$ cat config.mk
export PLATFORM = sky130hd
export DESIGN_NAME = weekly_alarm_table_scheduler
export DESIGN_NICKNAME = d
export VERILOG_FILES = /design/src/wats_pkg.sv /design/src/wats_cell.sv /design/src/weekly_alarm_table_scheduler.sv
export SDC_FILE = /design/constraint.sdc
export NUM_CORES = 1
export LEC_CHECK = 0
export BUFFER_PORTS_ARGS = -buffer_cell sky130_fd_sc_hd__buf_2
export CORE_AREA = 2 2 280 282
export DETAILED_ROUTE_END_ITERATION = 16
export DIE_AREA = 0 0 282 284
export GPL_TIMING_DRIVEN = 0
export PLACE_DENSITY = 0.5
export SYNTH_ARGS = -nofsm -noshare
export SYNTH_HDL_FRONTEND = slang
export SYNTH_SLANG_ARGS = --single-unit
$ cat constraint.sdc
create_clock -name clk -period 13.6 [get_ports clk]
set_input_delay 0 -clock clk [delete_from_list [all_inputs] [get_ports clk]]
set_output_delay 0 -clock clk [all_outputs]
set_load 0.005 [all_outputs]
$ cat src/wats_pkg.sv
package wats_pkg;

  localparam int NUM_SLOTS  = 16;
  localparam int SLOT_W     = 4;
  localparam int NUM_RELAYS = 3;
  localparam int WEEK_DAYS  = 7;

  typedef enum logic [1:0] {
    REQ_TICK       = 2'd0,
    REQ_WRITE_SLOT = 2'd1,
    REQ_SET_ENABLE = 2'd2,
    REQ_SET_MASK   = 2'd3
  } req_code_t;

  // tick time travelling down the row of slot cells
  typedef struct packed {
    logic       active;
    logic [2:0] weekday;
    logic [4:0] hour;
    logic [5:0] minute;
  } scan_tok_t;

  // slot write request, broadcast to every cell
  typedef struct packed {
    req_code_t  req;
    logic [4:0] hour;
    logic [5:0] minute;
    logic [6:0] mask;
    logic       enabled;
    logic [1:0] channel;
    logic       level;
  } slot_wr_t;

  typedef struct packed {
    logic       hit;
    logic [1:0] channel;
    logic       level;
  } cell_hit_t;

endpackage

$ cat src/wats_cell.sv
module wats_cell (
  input  logic                clk,
  input  logic                rst,
  input  logic                wr_sel,
  input  wats_pkg::slot_wr_t  wr,
  input  logic                clr_marks,
  input  logic                hold,
  input  wats_pkg::scan_tok_t tok_in,
  output wats_pkg::scan_tok_t tok,
  output wats_pkg::cell_hit_t hit
);
  import wats_pkg::*;

  logic       valid;
  logic       executed;
  logic [4:0] hour;
  logic [5:0] minute;
  logic [6:0] mask;
  logic       enabled;
  logic [1:0] channel;
  logic       level;

  logic day_ok;
  logic time_ok;
  logic eligible;

  always_comb begin
    day_ok   = (32'(tok.weekday) < WEEK_DAYS) && mask[tok.weekday];
    time_ok  = (hour < tok.hour) || ((hour == tok.hour) && (minute <= tok.minute));
    eligible = tok.active && valid && enabled && !executed && day_ok && time_ok;
    hit.hit     = eligible;
    hit.channel = channel;
    hit.level   = level;
  end

  always_ff @(posedge clk) begin
    if (rst) begin
      valid      <= 1'b0;
      executed   <= 1'b0;
      tok.active <= 1'b0;
    end else begin
      // pass the tick on unless held by a hit while the output side is full
      if (!hold) begin
        tok <= tok_in;
      end
      if (clr_marks) begin
        executed <= 1'b0;
      end else if (eligible && !hold) begin
        executed <= 1'b1;
      end
      if (wr_sel) begin
        unique case (wr.req)
          REQ_WRITE_SLOT: begin
            valid    <= 1'b1;
            executed <= 1'b0;
            hour     <= wr.hour;
            minute   <= wr.minute;
            mask     <= wr.mask;
            enabled  <= wr.enabled;
            channel  <= wr.channel;
            level    <= wr.level;
          end
          REQ_SET_ENABLE: begin
            if (valid) enabled <= wr.enabled;
          end
          REQ_SET_MASK: begin
            if (valid) mask <= wr.mask;
          end
          REQ_TICK: begin
          end
        endcase
      end
    end
  end

endmodule

$ cat src/weekly_alarm_table_scheduler.sv
// Channel  Direction  Handshake           Payload
// in       input      in_valid/in_ready   req_type, slot_index, alarm_*, day_mask, relay_*, now_*
// out      output     out_valid/out_ready fired_slot, fired_channel, fired_level, relay_levels, last
//
// A tick runs one token down the row of sixteen slot cells, one cell a cycle
// unless the scan is held, and the final firing is flushed after the scan ends.
// A firing waits in a pending register so it can be tagged last; the scan stops
// only when a cell hits while both it and the output register are full and
// out_ready is low. Reset (rst, synchronous) invalidates every slot, clears
// executed marks, last day and relays.
module weekly_alarm_table_scheduler (
  input  logic       clk,
  input  logic       rst,
  input  logic       in_valid,
  output logic       in_ready,
  input  logic [1:0] req_type,
  input  logic [3:0] slot_index,
  input  logic [4:0] alarm_hour,
  input  logic [5:0] alarm_minute,
  input  logic [6:0] day_mask,
  input  logic       alarm_enabled,
  input  logic [1:0] relay_channel,
  input  logic       relay_on,
  input  logic [4:0] now_day,
  input  logic [2:0] now_weekday,
  input  logic [4:0] now_hour,
  input  logic [5:0] now_minute,
  output logic       out_valid,
  input  logic       out_ready,
  output logic [3:0] fired_slot,
  output logic [1:0] fired_channel,
  output logic       fired_level,
  output logic [2:0] relay_levels,
  output logic       last
);
  import wats_pkg::*;

  scan_tok_t tok_chain [NUM_SLOTS+1];
  cell_hit_t hits      [NUM_SLOTS];
  logic [NUM_SLOTS-1:0] tok_active;
  logic [NUM_SLOTS-1:0] wr_sel;
  slot_wr_t             wr;

  logic                  scanning;
  logic [4:0]            last_day;
  logic [NUM_RELAYS-1:0] relay_state;
  logic [NUM_RELAYS-1:0] relay_next;

  logic                  pend_valid;
  logic [SLOT_W-1:0]     pend_slot;
  logic [1:0]            pend_channel;
  logic                  pend_level;
  logic [NUM_RELAYS-1:0] pend_relays;

  logic              accept;
  logic              tick_go;
  logic              clr_marks;
  logic              hit_any;
  logic [SLOT_W-1:0] hit_slot;
  logic [1:0]        hit_channel;
  logic              hit_level;
  logic              chan_ok;
  logic              out_free;
  logic              hold;
  logic              commit;
  logic              flush;
  logic              scan_end;

  assign accept    = in_valid && in_ready;
  assign tick_go   = accept && (req_code_t'(req_type) == REQ_TICK);
  assign clr_marks = tick_go && (now_day != last_day);
  assign in_ready  = !scanning && !pend_valid;

  assign wr.req     = req_code_t'(req_type);
  assign wr.hour    = alarm_hour;
  assign wr.minute  = alarm_minute;
  assign wr.mask    = day_mask;
  assign wr.enabled = alarm_enabled;
  assign wr.channel = relay_channel;
  assign wr.level   = relay_on;

  assign tok_chain[0].active  = tick_go;
  assign tok_chain[0].weekday = now_weekday;
  assign tok_chain[0].hour    = now_hour;
  assign tok_chain[0].minute  = now_minute;

  for (genvar g = 0; g < NUM_SLOTS; g++) begin : g_cell
    assign wr_sel[g] = accept && (req_code_t'(req_type) != REQ_TICK) &&
                       (slot_index == SLOT_W'(g));
    wats_cell u_cell (
      .clk       (clk),
      .rst       (rst),
      .wr_sel    (wr_sel[g]),
      .wr        (wr),
      .clr_marks (clr_marks),
      .hold      (hold),
      .tok_in    (tok_chain[g]),
      .tok       (tok_chain[g+1]),
      .hit       (hits[g])
    );
    assign tok_active[g] = tok_chain[g+1].active;
  end

  // at most one cell holds the token, so OR the hit fields together
  always_comb begin
    hit_any     = 1'b0;
    hit_slot    = '0;
    hit_channel = '0;
    hit_level   = 1'b0;
    for (int i = 0; i < NUM_SLOTS; i++) begin
      if (hits[i].hit) begin
        hit_any     = 1'b1;
        hit_slot    = hit_slot | SLOT_W'(i);
        hit_channel = hit_channel | hits[i].channel;
        hit_level   = hit_level | hits[i].level;
      end
    end
  end

  always_comb begin
    chan_ok    = (hit_channel != 2'd0) && (32'(hit_channel) <= NUM_RELAYS);
    relay_next = relay_state;
    for (int r = 0; r < NUM_RELAYS; r++) begin
      if (chan_ok && (hit_channel == 2'(r + 1))) relay_next[r] = hit_level;
    end
  end

  assign out_free = !out_valid || out_ready;
  assign hold     = hit_any && pend_valid && !out_free;
  assign commit   = hit_any && !hold;
  assign flush    = !scanning && pend_valid && out_free;
  assign scan_end = tok_active[NUM_SLOTS-1] && !hold;

  always_ff @(posedge clk) begin
    if (rst) begin
      scanning    <= 1'b0;
      last_day    <= '0;
      relay_state <= '0;
      pend_valid  <= 1'b0;
      out_valid   <= 1'b0;
    end else begin
      if (tick_go) begin
        scanning <= 1'b1;
      end else if (scan_end) begin
        scanning <= 1'b0;
      end
      if (clr_marks) last_day <= now_day;

      if (commit) begin
        relay_state  <= relay_next;
        pend_valid   <= 1'b1;
        pend_slot    <= hit_slot;
        pend_channel <= chan_ok ? hit_channel : 2'd0;
        pend_level   <= chan_ok ? hit_level : 1'b0;
        pend_relays  <= relay_next;
      end else if (flush) begin
        pend_valid <= 1'b0;
      end

      // move the pending firing out: not last if another one replaces it
      if ((commit && pend_valid) || flush) begin
        out_valid     <= 1'b1;
        fired_slot    <= pend_slot;
        fired_channel <= pend_channel;
        fired_level   <= pend_level;
        relay_levels  <= 3'(pend_relays);
        last          <= flush;
      end else if (out_ready) begin
        out_valid <= 1'b0;
      end
    end
  end

  a_tok_onehot: assert property (@(posedge clk) disable iff (rst) $onehot0(tok_active))
    else $error("more than one scan token in the cell row");

  a_tick_start: assert property (@(posedge clk) disable iff (rst) tick_go |=> tok_active[0])
    else $error("accepted tick did not enter the first cell");

  a_hold_freeze: assert property (@(posedge clk) disable iff (rst)
      hold |=> $stable(tok_active))
    else $error("scan token moved while held");

  a_no_ready_scan: assert property (@(posedge clk) disable iff (rst)
      (tok_active != '0) |-> !in_ready)
    else $error("input ready while a scan is running");

endmodule

======== After elaboration in Yosys (flattened, before gate mapping) ========
Index checks and enable logic that the tools add are counted.
word-level totals
  register bits after elaboration ......... 656
  output and inout port bits .............. 13
  input port bits ......................... 51
cells by class
  bitwise logic cells ..................... 32
  order comparisons ....................... 64
  equality and inequality tests ........... 70
  multiplexer cells ....................... 228
  reduce and logical (&&, ||, !) cells .... 277
operator list
  cell                                                                   number
  7-bit case mux with 2 select lines                                     16
  1-bit logical AND                                                      159
  1-bit 2-to-1 mux                                                       140
  4-bit AND reduction                                                    32
  7-bit 2-to-1 mux                                                       16
  6-bit <= comparator                                                    16
  5-bit equality test                                                    16
  5-bit < comparator                                                     16
  3-bit by 4-bit < comparator with 1-bit output, second input constant   16
  2-bit by 1-bit != test with 1-bit output, second input constant        32
  1-bit binary-select mux with 3-bit select                              16
  3-bit < comparator, second input constant                              16
  3-bit AND reduction                                                    16
  2-bit 2-to-1 mux                                                       20
  2-bit AND reduction                                                    19
  4-bit equality test, second input constant                             8
  1-bit case mux with 2 select lines                                     16
  2-bit OR                                                               15
  1-bit zero test                                                        21
  1-bit logical OR                                                       18
  4-bit by 3-bit equality test with 1-bit output, second input constant  4
  1-bit OR                                                               15
  2-bit nonzero test                                                     7
  3-bit 2-to-1 mux                                                       4
  other kinds (11)                                                       17

======== Logic depth before layout (Yosys ltp) ========
Gate-level depths: netlist of run 1.
  word-level depth ........................ 39
  depth in mapped cells ................... 13
  gate-level depth less buffers ........... 12

======== Hierarchy ========
Synthesis of run 1 repeated with hierarchy kept, for this count alone.
second synthesis, totals
  cell total of the unflattened synthesis .. 1787
  area, all modules ....................... 27288.7 µm²
modules (own cells, without submodules)
  module                        times used  area an instance (µm²)  cells an instance
  wats_cell                     16          1600.3                  102
  weekly_alarm_table_scheduler  1           1684.1                  155

======== Worst setup path after synthesis of run 1 ========
Ideal clock, no wire load.
  path type ............................... register to register
  from .................................... reg g_cell[9].u_cell.hour[4]
  to ...................................... reg g_cell[0].u_cell.tok[0] (netlist bit), enable pin
  path buffers ............................ 1
  data required time ...................... 12.717 ns
  setup time .............................. 0.883 ns
  setup slack ............................. -0.644 ns
  stages on the path, launching flop included .. 11
  clock period less this slack ............ 14.244 ns
  data arrival time ....................... 13.361 ns
  cells stage by stage .................... edfxtp_1 ha_1 and3_1 nand3_1 o2bb2ai_1 o21a_1 or3_1 or4_1 buf_2 or3_2 a21oi_1
on the way
  longest elaborated chain between the ends .. 15
RTL lines
  item                                                        line                                 source
  from (decl)                                                 wats_cell.sv:16                      logic [4:0] hour;
  from (signal assigned)                                      wats_cell.sv:56                      hour <= wr.hour;
  branches (longest 2 deep; another with 5-bit < comparator)  -
  1-bit logical OR (*)                                        wats_cell.sv:29                      time_ok = (hour < tok.hour) || ((hour == tok.hour) && (minute <= tok.minute));
  1-bit logical AND (*)                                       wats_cell.sv:30                      eligible = tok.active && valid && enabled && !executed && day_ok && time_ok;
  1-bit 2-to-1 mux (*) (7 in a row)                           weekly_alarm_table_scheduler.sv:111  if (hits[i].hit) begin
  1-bit logical AND (*) (2 in a row)                          weekly_alarm_table_scheduler.sv:129  assign hold = hit_any && pend_valid && !out_free;
  1-bit NOT (no line) (*)                                     -
  2-bit AND reduction (no line) (*)                           -
  to (signal assigned)                                        wats_cell.sv:44                      tok <= tok_in;
  to (decl)                                                   wats_cell.sv:9                       output wats_pkg::scan_tok_t tok,
Every way passes the cells marked *.
A chain may end at the register's enable or synchronous reset.

======== Worst setup path in the final report of run 1 ========
  from .................................... reg g_cell[12].u_cell.tok[5] (netlist bit)
  to ...................................... reg g_cell[13].u_cell.tok[10] (netlist bit), enable pin
on the way
  longest elaborated chain between the ends .. 12
RTL lines
  item                            line
  from (decl)                     wats_cell.sv:9
  from (signal assigned)          wats_cell.sv:44
  6-bit <= comparator             wats_cell.sv:29
  1-bit logical AND               wats_cell.sv:29
  1-bit logical OR                wats_cell.sv:29
  1-bit logical AND               wats_cell.sv:30
  1-bit 2-to-1 mux (4 in a row)   weekly_alarm_table_scheduler.sv:111
  1-bit logical AND (2 in a row)  weekly_alarm_table_scheduler.sv:129
  1-bit NOT (no line)             -
  2-bit AND reduction (no line)   -
  to (signal assigned)            wats_cell.sv:44
  to (decl)                       wats_cell.sv:9
Every way passes these cells.

==> flow_metrics.py, run 1 <==
metrics = {
    "power": {
        "power_density_mw_per_mm2": 137,
        "leakagePower_uw": 0.0118,
        "p_clk_share_pct": 43.0,
        "seqPwrFrac_pct": 52.9,
        "finalPower_uw": 4300,
        "p_comb_share_pct": 4.1,
        "vdd_ir_drop_max_mv": 0.0921,
        "swShare_pct": 21.1,
        "power.net_switching_uw": 907,
        "internal-power_uw": 3390,
    },
    "status": {
        "status": "finished clean",
    },
    "floorplan": {
        "num_rows": 102,
        "initial_core_util_pct": 34.8,
        "pin_count": 64,
        "die-height_um": 284,
        "coreArea_sq_mm": 0.0770,
        "die_area_sq_mm": 0.0801,
        "fp.dieW_um": 282,
    },
    "cts": {
        "clk_latency_ns": 0.61,
        "h-tree-depth": 3,
        "cts-buffers-inserted": 72,
        "root_buffer": "clkbuf_16",
        "cts_max_path_buffers": 3,
        "cts_tree": "built",
        "ctsResizeCount": 0,
        "cts_sinks": 656,
        "path_clk_slew_ns": 0.06,
    },
    "worst_setup_path": {
        "r2r-start": "g_cell[12].u_cell.tok[5]",
        "worstSetupPathDepth": 16,
        "critical_path.endpoint_type": "flip-flop",
        "cp-start-kind": "flip-flop",
        "critPathArrivalTime_ns": 5.25,
        "cp.required_ns": 13.90,
        "crit_type": "flip-flop to flip-flop",
        "worstRegToRegCells": 16,
        "critical_path.top_delay_family": "compound AO/OA/AOI/OAI gates",
        "slowest_delay_ns": 0.58,
        "critPathSlowestCell": "or3_2",
        "worst-path-max-fanout": 25,
        "critical_path.cell_chain": "inv_1 > ha_1 > and4_1 > o21a_1 > a2111oi_1 > buf_2 > o21ai_0 > o221ai_1 > or4_1 > buf_2 > or3_2 > a21oi_4 > buf_16 > buf_12 > buf_16 > buf_12",
        "critical_path.startpoint": "g_cell[12].u_cell.tok[5]",
        "rr_endpoint": "g_cell[13].u_cell.tok[10]",
        "crit_buf_inv": 7,
        "reg2reg_slack_ns": 8.64,
        "worstSetupEndpoint": "g_cell[13].u_cell.tok[10]",
    },
    "timing": {
        "fin_hold_ws_ns": 0.0198,
        "rsz0062_at_grt": "false",
        "period_minus_slack_ns": 4.96,
        "fin_crit_sh_pct": 36.4,
        "fin_skew_ns": 0.0231,
        "timing.fmax_mhz": 202,
        "worst_slew_pin_slew_ns": 1.36,
        "finalSetupViolCount": 0,
        "relSlewSlack_pct": 8.35,
        "hold_viol_final": 0,
        "setup_ws_ns": 8.64,
        "slew_violations": 0,
    },
    "worst_hold_path": {
        "hold_path.class": "input pin to flip-flop",
        "min_from": "in_valid",
    },
    "yosys": {
        "syn_area_per_cell_sq_um": 15.2,
        "yosysSeqAreaShare_pct": 71.3,
        "yosysUniqueCellTypes": 70,
        "synthFlopType": "edfxtp_1",
        "async_flop_share_pct": 0,
        "syn_inst": 1758,
        "synth_area_leaders": "edfxtp_1, ha_1, dfxtp_1",
        "yosysTopAreaCellShare_pct": 66.9,
        "synth-seq-cells": 656,
        "syn-cell-area_sq_mm": 0.0268,
        "syn-num-nets": 1989,
        "yosys.area.top_type": "edfxtp_1",
        "ys_warn_count": 0,
        "synth_edf_count": 597,
    },
    "placed_design": {
        "dp_cells": 2874,
        "io_buffers": 63,
        "place_ws_ns": 8.65,
        "place_hpwl_um": 40800,
        "globalplace.congestion": 0.807,
    },
    "route": {
        "drc": 0,
        "wirelength_um": 56800,
        "dr.pass1.iters": 5,
        "num_vias": 14900,
        "viasPerCell": 4.88,
        "drt_iter0_markers": 913,
        "post_drt_wl_per_cell_um": 18.6,
        "ant_nets": 0,
    },
    "run": {
        "drv_cap": 0,
    },
    "global_routing": {
        "grt_util_all_layers_pct": 14.5,
        "grt.overflow.total": 0,
        "antenna_found_initial": 0,
        "grt_pass1_vias": 15500,
        "grt_first_pass_wirelength_um": 88000,
        "grt_max_degree": 28,
    },
    "layout": {
        "area_growth_pct": 17.3,
        "regArea_sq_mm": 0.0191,
        "multi_input_area_sq_mm": 0.00678,
        "diodes": 0,
        "layoutNonFillerInstCount": 3054,
        "finalCoreUtilization_pct": 40.8,
        "nNetsFinal": 2188,
        "layout-drive-gt1-share_pct": 10.6,
        "fill_cells": 7071,
    },
}
[cells by family (layout without fill, tap and decap cells)]
family          Yosys count  in the layout  synth area share, %
xor+xnor                  5              5                0.163
flops                   656            656                 71.3
compound gates          293            293                 7.68
mux                      54             54                 2.72
fa+ha+maj               180            180                 8.40
buf+inv                 249            505                 3.53
simple gates            321            321                 6.20
[through the flow]
stage	instance area, sq um	TNS [ns]
after floorplan	26800	0
after global placement	28400	-132.64
after global routing	31400	0
final	31400	0
after detailed placement	28700	0
after CTS	31400	0
[cells in the mapped netlist, drive strengths merged (4+ instances only)]
library cell,n
a21o,12
nor3b,4
and3,15
dfxtp,59
a211oi,35
inv,222
o21a,16
nor2,89
nand4,15
o31ai,9
and4b,5
o211a,7
and2,6
o211ai,20
o32a,6
nand2,64
nor2b,25
nand3b,12
mux4,15
ha,180
nand4b,9
and4,6
a31oi,6
nor3,20
clkbuf,24
a21oi,75
o2bb2ai,5
nand2b,9
edfxtp,597
o21ai,28
nand3,28
mux2i,38
o22ai,18
a2111oi,9
o32ai,5
a22oi,5
a311oi,13
[power by group through the flow]
stage | Combinational (uW) | Clock [uW] | Sequential (uW)
2_1_floorplan | 91.7 | 0 | 2310
3_3_place_gp | 156 | 0 | 2330
3_5_place_dp | 169 | 0 | 2320
4_1_cts | 181 | 1900 | 2270
5_1_grt | 200 | 1980 | 2280
6_report | 176 | 1850 | 2270
[layout make-up]
type	instances	area share [%]
multi-input combinational	853	21.6
clock buffer	99	6.25
inverter	222	2.65
tap	1040	4.14
timing repair buffer	125	3.38
buffer	27	0.362
sequential	656	60.8
clock inverter	32	0.880
[flip-flops by register name, indices dropped and copies added (netlist names)]
signal	count
g_cell.u_cell.hour	80
fired_level	1
last	1
g_cell.u_cell.minute	96
last_day	5
pend_valid	1
pend_channel	2
scanning	1
g_cell.u_cell.channel	32
g_cell.u_cell.tok	240
fired_channel	2
g_cell.u_cell.level	16
pend_level	1
g_cell.u_cell.mask	112
relay_state	3
g_cell.u_cell.enabled	16
g_cell.u_cell.valid	16
pend_slot	4
pend_relays	3
out_valid	1
fired_slot	4
relay_levels	3
g_cell.u_cell.executed	16
[cell usage in the layout (no fill, tap or decap), drive strengths merged, types with 7 or more instances in the layout]
cell / n
nand4b: 9
edfxtp: 597
nor2: 89
nand2: 64
o21a: 16
dfxtp: 59
o31ai: 9
a2111oi: 9
nand4: 15
mux2i: 38
nand3b: 12
ha: 180
a21o: 12
dlygate4sd3: 49
a211oi: 35
o211a: 7
a21oi: 75
nand2b: 9
clkbuf: 123
o211ai: 20
nor2b: 25
nor3: 20
inv: 227
o21ai: 28
clkinv: 23
mux4: 15
buf: 79
a311oi: 13
o22ai: 18
nand3: 28
and3: 15
[per-layer routing]
layer / up-vias / routed length (um) / global-route usage, %
met5: - / 0 / 0
met4: 0 / 1550 / 4.71
met3: 98 / 2880 / 3.08
met2: 333 / 27400 / 24.0
met1: 7416 / 24900 / 18.8
li1: 7061 / - / -
[worst register-to-register path: cells and delay by family, from the launching register on]
kind / cells / cell delay, ns
fa+ha+maj: 1 / 0.30
simple gates: 3 / 1.32
compound gates: 5 / 1.41
buf+inv: 7 / 1.27
flops: 1 / 0.34
[worst min-delay path by stage]
stage                                        to  cells past startpoint  slack (ns)
floorplan           g_cell[0].u_cell.channel[0]                      0         0.1
finish                 g_cell[0].u_cell.tok[14]                      3        0.02
detailed placement      g_cell[0].u_cell.tok[1]                      1        0.18
CTS                    g_cell[0].u_cell.tok[14]                      3        0.02
global route           g_cell[0].u_cell.tok[14]                      3        0.07
global placement       g_cell[0].u_cell.tok[11]                      1        0.18
[timing repair]
action	in CTS	in global routing
hold buffers	49	0
setup buffers	0	0
endpoints found under the hold margin	405	0
Power figures use the tool's default switching activity.
==> run 2, diff against run 1 <==
==> constraint.sdc (replaced) <==
create_clock -name clk -period 4.4 [get_ports clk]
set_input_delay 0 -clock clk [delete_from_list [all_inputs] [get_ports clk]]
set_output_delay 0 -clock clk [all_outputs]
set_load 0.005 [all_outputs]
==> flow_metrics.py, run 2 (synthesis results as in run 1) <==
metrics = {
    "floorplan": {
        "initial_core_util_pct": 34.8,
        "pin_count": 64,
        "num_rows": 102,
        "die-height_um": 284,
        "coreArea_sq_mm": 0.0770,
        "die_area_sq_mm": 0.0801,
        "fp.dieW_um": 282,
    },
    "layout": {
        "fill_cells": 6985,
        "layout-drive-gt1-share_pct": 12.3,
        "regMostFlops": "g_cell.u_cell.tok",
        "nNetsFinal": 2213,
        "final_cell_mix": "edfxtp_1, inv_1, ha_1",
        "finalCoreUtilization_pct": 41.2,
        "top_regs": "g_cell.u_cell.tok: 240 flops, g_cell.u_cell.mask: 112 flops, g_cell.u_cell.minute: 96 flops",
        "diodes": 0,
        "final_common_cell": "edfxtp_1",
        "layoutNonFillerInstCount": 3074,
        "area_growth_pct": 18.4,
        "largest_reg_flops": 240,
    },
    "timing": {
        "period_minus_slack_ns": 4.25,
        "timing.fmax_mhz": 235,
        "hold_viol_final": 0,
        "finalSetupViolCount": 0,
        "fin_skew_ns": 0.0249,
        "fin_crit_sh_pct": 96.6,
        "rsz0062_at_grt": "false",
        "fin_hold_ws_ns": 0.0575,
        "worst_slew_pin_slew_ns": 1.39,
        "slew_violations": 0,
        "relSlewSlack_pct": 6.93,
        "setup_ws_ns": 0.150,
    },
    "worst_setup_path": {
        "cp.required_ns": 4.71,
        "critical_path.endpoint_type": "flip-flop",
        "cp-start-kind": "flip-flop",
        "worst-path-max-fanout": 15,
        "critPathSlowestCell": "or4_4",
        "reg2reg_slack_ns": 0.15,
        "rr_endpoint": "g_cell[11].u_cell.tok[3]",
        "crit_type": "flip-flop to flip-flop",
        "critPathArrivalTime_ns": 4.56,
        "worstRegToRegCells": 16,
        "slowest_delay_ns": 0.45,
        "r2r-start": "g_cell[11].u_cell.tok[5]",
        "critical_path.cell_chain": "inv_1 > ha_1 > and3_2 > nand4_1 > o2bb2ai_2 > o21a_1 > or3_1 > or4_4 > buf_6 > or3_4 > a21oi_4 > clkbuf_16 > buf_16 > buf_16 > buf_16 > clkbuf_16",
        "worst_path_most_repeated_cell": "buf_16",
    },
    "route": {
        "wirelength_um": 58800,
        "drt_iter0_markers": 1011,
        "drc": 0,
        "num_vias": 15000,
        "dr.pass1.iters": 5,
        "viasPerCell": 4.87,
        "ant_nets": 0,
        "post_drt_wl_per_cell_um": 19.1,
    },
    "placed_design": {
        "dp_cells": 2874,
        "io_buffers": 63,
        "place_hpwl_um": 41700,
        "place_ws_ns": -0.692,
        "globalplace.congestion": 0.787,
    },
    "global_routing": {
        "grt_util_met2_pct": 25.2,
        "grt_util_all_layers_pct": 14.8,
        "grt.overflow.total": 0,
        "grt_util_met3_pct": 2.57,
        "grt_max_degree": 28,
        "grt_use_met1_pct": 19.2,
        "top_usage_layer": "met2",
        "grt_first_pass_wirelength_um": 89500,
        "antenna_found_initial": 0,
        "grt_pass1_vias": 15600,
    },
    "worst_hold_path": {
        "min_from": "in_valid",
        "worstHoldPathCells": 3,
        "hold_end": "g_cell[0].u_cell.tok[14]",
        "hold_path.class": "input pin to flip-flop",
    },
    "status": {
        "status": "finished clean",
    },
    "power": {
        "vdd_ir_drop_max_mv": 0.316,
        "power_density_mw_per_mm2": 414,
        "finalPower_uw": 13100,
        "leakagePower_uw": 0.0119,
    },
    "cts": {
        "cts_max_path_buffers": 3,
        "cts_tree": "built",
        "root_buffer": "clkbuf_16",
        "clk_latency_ns": 0.62,
        "cts_sinks": 656,
        "path_clk_slew_ns": 0.06,
        "cts-buffers-inserted": 72,
        "h-tree-depth": 3,
    },
    "run": {
        "drv_cap": 0,
    },
}
-- run 2: power by group --
part / leakage, uW / internal [uW] / total [uW] / switching (uW)
clock network: 0.00104 / 3150 / 5540 / 2390
registers: 0.00603 / 6950 / 7020 / 76.6
logic: 0.00487 / 233 / 585 / 352
total: 0.0119 / 10300 / 13100 / 2820
-- run 2: cell type report --
cell class / instances / area, sq um / area share [%]
repair buffers: 150 / 1340 / 4.23
clock buffers: 98 / 1930 / 6.08
plain buffers: 27 / 120 / 0.379
flip-flops and latches: 656 / 19100 / 60.2
clock inverters: 28 / 208 / 0.655
multi-input cells: 853 / 6890 / 21.7
inverters: 222 / 833 / 2.63
well taps: 1040 / 1300 / 4.10
-- run 2: metal layers --
metal  wire length [um]  vias to the layer above  part of all wire, %
li1                   -                     7109                    -
met1              26100                     7549                   44
met2              29200                      253                   50
met3               2500                       69                  4.3
met4               1030                        0                  1.8
met5                  0                        -                    0
-- run 2: worst max-delay path, delay by kind of cell (launching register included) --
family / cells / cell delay [ns]
buffers and inverters: 7 / 1.11
adder cells (fa/ha/maj): 1 / 0.23
flip-flops: 1 / 0.38
AO/OA/AOI/OAI: 3 / 0.58
AND/OR/NAND/NOR: 5 / 1.62
-- run 2: stage by stage --
stage	TNS, ns	cell area (sq um)
2_1_floorplan	-501.27	26900
3_3_place_gp	-1150.22	28500
3_5_place_dp	-76.71	28800
4_1_cts	0	31500
5_1_grt	0	31700
6_report	0	31700
-- run 2: worst max path at each step --
| stage | from | to | cells after the start |
|---|---|---|---|
| floorplan | g_cell[14].u_cell.minute[3] | g_cell[0].u_cell.tok[0] | 10 |
| CTS | g_cell[1].u_cell.tok[3] | g_cell[13].u_cell.tok[5] | 15 |
| detailed placement | g_cell[12].u_cell.tok[4] | g_cell[15].u_cell.tok[4] | 17 |
| global route | g_cell[11].u_cell.tok[5] | g_cell[11].u_cell.tok[3] | 16 |
| global placement | g_cell[12].u_cell.tok[5] | g_cell[15].u_cell.tok[3] | 11 |
| finish | g_cell[11].u_cell.tok[5] | g_cell[11].u_cell.tok[3] | 16 |
-- run 2: repair_timing --
item	CTS	global route
hold buffers	50	0
setup endpoints to repair	181	51
pin swaps	2	1
hold endpoints to repair	403	0
setup buffers	4	15
gates cloned	0	4
gates resized for setup	9	3
==> run 3, diff against run 2 <==
--- a/config.mk
+++ b/config.mk
@@ -10,7 +10,7 @@
 export DETAILED_ROUTE_END_ITERATION = 16
 export DIE_AREA = 0 0 282 284
 export GPL_TIMING_DRIVEN = 0
-export PLACE_DENSITY = 0.5
+export PLACE_DENSITY = 0.48
 export SYNTH_ARGS = -nofsm -noshare
 export SYNTH_HDL_FRONTEND = slang
 export SYNTH_SLANG_ARGS = --single-unit
==> constraint.sdc (replaced) <==
create_clock -name clk -period 4.1 [get_ports clk]
set_input_delay 0 -clock clk [delete_from_list [all_inputs] [get_ports clk]]
set_output_delay 0 -clock clk [all_outputs]
set_load 0.01 [all_outputs]
==> flow_metrics.py, run 3 (synthesis results as in run 1) <==
metrics = {
    "floorplan": {
        "die_area_sq_mm": 0.0801,
        "initial_core_util_pct": 34.8,
        "fp.dieW_um": 282,
        "pin_count": 64,
        "coreArea_sq_mm": 0.0770,
        "num_rows": 102,
        "die-height_um": 284,
    },
    "placed_design": {
        "place_hpwl_um": 41800,
        "io_buffers": 63,
        "place_ws_ns": -0.551,
        "globalplace.congestion": 0.790,
        "dp_cells": 2873,
    },
    "cts": {
        "path_clk_slew_ns": 0.06,
        "cts_tree": "built",
        "h-tree-depth": 3,
        "clk_latency_ns": 0.62,
        "cts_sinks": 656,
        "cts-buffers-inserted": 74,
        "cts_max_path_buffers": 3,
        "root_buffer": "clkbuf_16",
    },
    "timing": {
        "hold_viol_final": 0,
        "period_minus_slack_ns": 3.94,
        "setup_ws_ns": 0.163,
        "worst_slew_pin_slew_ns": 1.34,
        "fin_crit_sh_pct": 96.0,
        "timing.fmax_mhz": 254,
        "finalSetupViolCount": 0,
        "relSlewSlack_pct": 10.3,
        "fin_skew_ns": 0.0230,
        "fin_hold_ws_ns": 0.0900,
        "slew_violations": 0,
        "setup_tns_ns": 0,
    },
    "power": {
        "finalPower_uw": 14500,
        "power_density_mw_per_mm2": 451,
        "vdd_ir_drop_max_mv": 0.299,
        "leakagePower_uw": 0.0121,
    },
    "route": {
        "wirelength_um": 59800,
        "drc": 0,
        "post_drt_wl_per_cell_um": 19.4,
        "num_vias": 15100,
        "dr.pass1.iters": 5,
        "viasPerCell": 4.90,
        "drt_iter0_markers": 1001,
        "ant_nets": 0,
    },
    "layout": {
        "area_growth_pct": 19.7,
        "nNetsFinal": 2219,
        "regMostFlops": "g_cell.u_cell.tok",
        "layout-drive-gt1-share_pct": 12.8,
        "final_cell_mix": "edfxtp_1, inv_1, ha_1",
        "top_regs": "g_cell.u_cell.tok: 240 flops, g_cell.u_cell.mask: 112 flops, g_cell.u_cell.minute: 96 flops",
        "largest_reg_flops": 240,
        "diodes": 0,
        "final_common_cell": "edfxtp_1",
        "layoutNonFillerInstCount": 3085,
    },
    "status": {
        "status": "finished clean",
    },
    "worst_setup_path": {
        "critical_path.endpoint_type": "flip-flop",
        "cp-start-kind": "flip-flop",
        "crit_type": "flip-flop to flip-flop",
        "critPathArrivalTime_ns": 4.26,
        "worst-path-max-fanout": 13,
        "cp.required_ns": 4.42,
    },
    "worst_hold_path": {
        "hold_path.class": "input pin to flip-flop",
    },
    "global_routing": {
        "grt_pass1_vias": 15600,
        "antenna_found_initial": 0,
        "grt_max_degree": 27,
        "grt.overflow.total": 0,
        "grt_first_pass_wirelength_um": 90200,
        "grt_util_all_layers_pct": 15.0,
    },
    "run": {
        "drv_cap": 0,
    },
}
-- run 3: cell count changes in the layout (fill, tap and decap cells not counted), moves of 3 or more --
| cell | previous run | this run |
|---|---|---|
| bufbuf_16 | 0 | 4 |
| bufinv_16 | 1 | 4 |
| clkbuf_1 | 48 | 40 |
| clkbuf_16 | 78 | 81 |
| clkinv_1 | 12 | 19 |
| clkinv_2 | 6 | 11 |
-- run 3: critical path: stages, from the launching register on --
cell,delay [ns]
edfxtp_1,0.37
ha_1,0.31
and3_1,0.21
nand3_1,0.14
a2111oi_1,0.07
buf_2,0.17
o21ai_2,0.24
o221ai_1,0.19
or4_4,0.54
buf_6,0.15
or3_4,0.41
a21oi_4,0.17
buf_12,0.13
buf_16,0.16
buf_16,0.17
clkbuf_16,0.18
-- run 3: repair_timing --
action,in CTS,in global routing
cloned,4,5
hold endpoints to repair,408,0
resized for setup,13,5
endpoints found under the setup margin,200,131
setup buffers,2,17
pin swaps,1,1
hold buffers,51,0
-- run 3: area by class of cell --
cell class	instances	area, sq um
fill	7010	44900
sequential	656	19100
multi-input combinational	853	6900
clock buffer	92	1960
timing repair buffer	154	1520
tap	1040	1300
inverter	222	833
clock inverter	41	328
buffer	27	120
-- run 3: layer usage --
layer  wire length, um  share of wire [%]  vias to the layer above  global-route usage [%]
met5                 0                  0                        -                       0
met2             30000                 50                      291                    25.8
li1                  -                  -                     7139                       -
met3              2330                3.9                       81                    2.17
met4              1130                1.9                        0                    4.67
met1             26400                 44                     7609                    19.4
-- run 3: path summary, 6_finish.rpt --
path | from | to | slack [ns] | depth (start not counted)
max | g_cell[12].u_cell.hour[4] | g_cell[9].u_cell.tok[2] | 0.16 | 15
min | now_hour[3] | g_cell[0].u_cell.tok[9] | 0.09 | 2
max reg2reg | g_cell[12].u_cell.hour[4] | g_cell[9].u_cell.tok[2] | 0.16 | 15
min reg2reg | pend_slot[1] | fired_slot[1] | 0.43 | 0
-- run 3: metrics by stage --
| stage | area, sq um | util [%] |
|---|---|---|
| detailed placement | 28800 | 37.4 |
| finish | 32100 | 41.7 |
| floorplan | 26900 | - |
| global route | 32100 | 41.7 |
| global placement | 28500 | 37.1 |
| CTS | 31800 | 41.3 |
-- run 3: power breakdown --
group / leakage (uW) / internal, uW / switching, uW
Combinational: 0.00497 / 271 / 382
Sequential: 0.00603 / 7460 / 83.7
Clock: 0.00112 / 3660 / 2620
